`config.mk`:
```
export PLATFORM = sky130hd
export DESIGN_NAME = sad_cell
export DESIGN_NICKNAME = d
export VERILOG_FILES = /design/src/rtl/sad_pkg.sv /design/src/rtl/sad_cell.sv
export SDC_FILE = /design/constraint.sdc
export NUM_CORES = 1
export LEC_CHECK = 0
export ABC_AREA = 1
export ABC_CLOCK_PERIOD_IN_PS = 3900
export BUFFER_PORTS_ARGS = -buffer_cell sky130_fd_sc_hd__buf_2
export CELL_PAD_IN_SITES_DETAIL_PLACEMENT = 1
export CELL_PAD_IN_SITES_GLOBAL_PLACEMENT = 1
export CORE_MARGIN = 2
export CORE_UTILIZATION = 30
export DETAILED_ROUTE_END_ITERATION = 8
export GPL_TIMING_DRIVEN = 1
export PLACE_DENSITY_LB_ADDON = 0.25
export SYNTH_ARGS = -nofsm -noshare
export SYNTH_HDL_FRONTEND = slang
export SYNTH_SLANG_ARGS = --single-unit
```
`constraint.sdc`:
```
create_clock -name clk -period 3.9 [get_ports clk]
set_clock_uncertainty 0.15 [all_clocks]
set_input_delay 0.78 -clock clk [delete_from_list [all_inputs] [get_ports clk]]
set_output_delay 0.78 -clock clk [all_outputs]
set_load 0.005 [all_outputs]
```
`src/rtl/sad_pkg.sv`:
```
// Shared types and constants for the sorted array dictionary.
// Holds operation and status codes, field widths and the cell command types.
// No dependencies; compiled first.
`default_nettype none

package sad_pkg;

  localparam int unsigned SAD_DEPTH = 128;

  localparam int unsigned OP_W    = 3;
  localparam int unsigned KEY_W   = 32;
  localparam int unsigned STAT_W  = 2;
  localparam int unsigned POS_W   = 7;
  localparam int unsigned COUNT_W = 8;

  typedef enum logic [OP_W-1:0] {
    OP_INSERT = 3'd0,
    OP_SEARCH = 3'd1,
    OP_DELETE = 3'd2,
    OP_PRED   = 3'd3,
    OP_SUCC   = 3'd4
  } op_t;

  typedef enum logic [STAT_W-1:0] {
    ST_OK          = 2'd0,
    ST_NOT_FOUND   = 2'd1,
    ST_FULL        = 2'd2,
    ST_NO_NEIGHBOR = 2'd3
  } status_t;

  // Broadcast to every cell in the row.
  typedef struct packed {
    logic signed [KEY_W-1:0] key;
    logic                    ins_en;  // commit an insert this cycle
    logic                    del_en;  // commit a delete this cycle
    logic                    ins_sel; // mark insert slot, else first match
    logic                    pred;    // pick left neighbor, else right
  } cell_cmd_t;

  // What a cell shows to its neighbors.
  typedef struct packed {
    logic signed [KEY_W-1:0] key;
    logic                    gt;  // occupied and greater than the request key
    logic                    eq;  // occupied and equal to the request key
  } cell_view_t;

endpackage

`default_nettype wire

```
`src/rtl/sad_cell.sv`:
```
// One slot of the sorted row: holds a key, compares it with the request
// and shifts left or right with its neighbors. Depends on sad_pkg.
`default_nettype none

module sad_cell import sad_pkg::*; (
  input  logic                    clk,
  input  cell_cmd_t               cmd,
  input  logic                    occ,      // slot lies below the entry count
  input  logic                    at_end,   // slot index equals the entry count
  input  cell_view_t              left,
  input  logic signed [KEY_W-1:0] right_key,
  output cell_view_t              view,
  output logic                    sel,
  output logic signed [KEY_W-1:0] pick_key
);

  logic signed [KEY_W-1:0] key_r;
  logic signed [KEY_W-1:0] key_nxt;
  logic                    gt;
  logic                    eq;
  logic                    ins_here;
  logic                    first_eq;

  assign gt       = occ && (key_r > cmd.key);
  assign eq       = occ && (key_r == cmd.key);
  // Insert goes after all equal entries: first greater slot, or the end.
  assign ins_here = !left.gt && (gt || at_end);
  assign first_eq = eq && !left.eq;

  assign view     = '{key: key_r, gt: gt, eq: eq};
  assign sel      = cmd.ins_sel ? ins_here : first_eq;
  assign pick_key = cmd.pred ? left.key : right_key;

  always_comb begin
    key_nxt = key_r;
    if (cmd.ins_en) begin
      if (left.gt) begin
        key_nxt = left.key;
      end else if (ins_here) begin
        key_nxt = cmd.key;
      end
    end else if (cmd.del_en) begin
      // slots at or past the match close the gap
      if (gt || eq) begin
        key_nxt = right_key;
      end
    end
  end

  always_ff @(posedge clk) begin
    key_r <= key_nxt;
  end

endmodule

`default_nettype wire

```
==> impl_metrics.json <==
{
  "holdPathStages": 3,
  "nNetsFinal": 707,
  "synth_top_cell_by_area": "edfxtp_1",
  "synth_nets": 545,
  "final_util": 0.4264,
  "cp_top_family": "simple AND/OR/NAND/NOR gates",
  "hpwl_um": 7531,
  "p_sw_mw": 0.3652,
  "cts.repair.resized": 0,
  "post_drt_wl_per_cell_um": 13.73,
  "die_w_um": 102.3,
  "fin_crit_sh": 0.8496,
  "regMostFlops": "key_r",
  "grt_pass1_vias": 3207,
  "first_pass_iters": 4,
  "fin_area_um2": 3959,
  "critPathMaxStageDelay_ns": 0.34,
  "grt_usage": 0.1802,
  "synth_edf_count": 32,
  "cts_sinks": 32,
  "via_per_inst": 4.661,
  "cts_tree": "built",
  "dp_slack_ns": 0.5777,
  "n_antenna_cell": 0,
  "power.leakage_nw": 2.146,
  "cp-start-kind": "input pin",
  "reg2reg_slack_ns": 1.32,
  "synth_top_flop_cell": "edfxtp_1",
  "rsz0062_at_grt": "no",
  "largest_reg_flops": 32,
  "max-clock-path-buffers": 2,
  "path_max_fanout": 4,
  "drc": 0,
  "yosysTopAreaCellShare": 0.3317,
  "internal_power_mw": 0.7229,
  "drt_iter0_markers": 76,
  "synth_area_um2": 2897,
  "grt_antenna_before_repair": 0,
  "ys_types": 19,
  "grt_overflow": 0,
  "ir_worst_vdd_uv": 102.4,
  "cts_setup_buffers": 0,
  "dieArea_um2": 10460,
  "cpMostUsedCell": "nand2_1",
  "avgSynthCellArea_um2": 7.099,
  "cpMaxStageDelayCell": "ha_1",
  "ys_seq_area_frac": 0.3317,
  "die_h_um": 102.3,
  "synthArstFlopShare": 0,
  "cts.htree.levels": 2,
  "core-area_um2": 9284,
  "maxSlewHeadroom": 0.5452,
  "synth-seq-cells": 32,
  "hold_viol_final": 0,
  "cts-root-buf": "clkbuf_8",
  "syn2layout_area_growth_pct": 36.67,
  "powerDensity_nw_per_um2": 274.9,
  "required_ns": 2.97,
  "hold_end": "key_r[23]$_DFFE_PP_",
  "io_buffer_count": 171,
  "p_sw_frac": 0.3357,
  "drv_cap": 0,
  "ys_warn_count": 0,
  "synthCells": 408,
  "worst_pin_slew_ns": 0.6814,
  "synth_commonest_cells": "o21ai_0, inv_1, nand2_1, a21oi_1",
  "seqPwrFrac": 0.415,
  "crit_chain": "buf_2 > inv_1 > ha_1 > nand2_1 > nor2_2 > nand4_2 > nor2_2 > nand2_1 > nand2_1 > nand2_1 > nand3_2 > nand2_1 > nand3_1 > nand2_1 > buf_2",
  "crit_path_end_kind": "output port",
  "reg.largest.list": "key_r: 32 flops",
  "finalWorstSetupSlack_ns": 0.5867,
  "grt_start_max_net_pins": 64,
  "finalSetupViolations": 0,
  "clk_latency_ns": 0.28,
  "fmax_mhz": 301.8,
  "vias": 3263,
  "io_pins": 172,
  "rr_worst_depth": 12,
  "hp-class": "in2reg",
  "numCtsBuffers": 5,
  "yosysMostFrequentCell": "o21ai_0",
  "placementRows": 35,
  "fin_tns_setup_ns": 0,
  "synthTopCellsByArea": "edfxtp_1, o21ai_0, ha_1",
  "path_class": "in2out",
  "slew_viol_final": 0,
  "worstPathArrival_ns": 2.38,
  "layout-drive-gt1-share": 0.3310,
  "ant_nets": 0,
  "cts_hold_buf": 0,
  "drt-total-wl_um": 9614,
  "reg2reg_to": "key_r[20]$_DFFE_PP_",
  "total_power_mw": 1.088,
  "period_needed_ns": 3.313,
  "r2r-start": "key_r[31]$_DFFE_PP_",
  "clkPwrFrac": 0.233,
  "combPwrFrac": 0.352,
  "cp_num_buf_inv": 3,
  "grt_pass1_wl_um": 14920,
  "start_util": 0.3120,
  "hold_path.startpoint": "left[25]",
  "clk_pin_slew_ns": 0.08,
  "routabilityCongestion": 0.7851,
  "outcome": "complete, no violations",
  "placed_cell_area_um2": 3879
}
-- cell type report --
class                   instances  area, um^2
inverters                      79       296.5
clock inverters                 1       3.754
fillers                      1253        5325
clock buffers                   7       76.32
repair buffers                176       905.9
well taps                     129       161.4
multi-input cells             276        1554
flip-flops and latches         32       960.9
-- worst max-delay path by stage --
stage,cells past startpoint,start,to,slack [ns]
finish,15,cmd[35],sel,0.59
global route,14,cmd[35],sel,0.37
CTS,15,cmd[35],sel,0.56
detailed placement,15,cmd[35],sel,0.58
global placement,14,cmd[35],sel,0.59
floorplan,12,cmd[35],key_r[0]$_DFFE_PP_,0.56
-- power by group through the flow --
stage | sequential, mW | clock, mW | combinational [mW]
after global placement | 0.457 | 0 | 0.379
after global routing | 0.456 | 0.275 | 0.445
after floorplan | 0.462 | 0 | 0.198
final | 0.452 | 0.254 | 0.383
after detailed placement | 0.459 | 0 | 0.390
after CTS | 0.452 | 0.270 | 0.392
-- worst min-delay path: stages --
cell,delay [ns]
buf_2,0.09
o21ai_0,0.06
o21ai_0,0.06
-- cell families (layout without fill, tap and decap cells) --
kind of cell | Yosys count | after routing | share of synthesized area
buffers and inverters | 100 | 263 | 0.1335
AOI/OAI and AO/OA | 144 | 144 | 0.2510
DFF | 32 | 32 | 0.3317
adders and majority gates | 32 | 32 | 0.1382
and+or+nand+nor | 100 | 100 | 0.1456
-- cells in the final DEF, fill, tap and decap left out --
cell | Yosys | routed
nand3_2 | 1 | 1
buf_2 | 0 | 171
nor3_2 | 1 | 1
clkbuf_1 | 18 | 2
o22ai_1 | 1 | 1
clkbuf_8 | 0 | 5
o21ai_1 | 2 | 2
ha_1 | 32 | 32
buf_12 | 0 | 1
a21o_1 | 2 | 2
nand4_1 | 3 | 3
edfxtp_1 | 32 | 32
inv_1 | 78 | 78
clkinv_1 | 0 | 1
nand2_1 | 69 | 69
nand4_2 | 1 | 1
nor2_2 | 4 | 3
a21oi_1 | 44 | 44
nand3_1 | 6 | 6
inv_2 | 1 | 1
buf_4 | 3 | 4
nor2_4 | 0 | 1
nor2_1 | 15 | 15
o21ai_0 | 95 | 95
-- stage by stage --
stage               std cells  hold WS [ns]
finish                    700        0.6616
floorplan                 408        0.8391
detailed placement        692        0.9483
global placement          692        0.9416
global route              700        0.6618
CTS                       700        0.6480
-- routing by layer --
metal	up-vias	track usage	wire, um	share of wire
met4	0	0.05538	113	0.012
met2	96	0.3284	4775	0.50
met1	1483	0.2149	4191	0.44
met3	8	0.03215	534	0.056
li1	1676	-	-	-
met5	-	0	0	0
No activity file was read; power rests on OpenSTA's default activity.
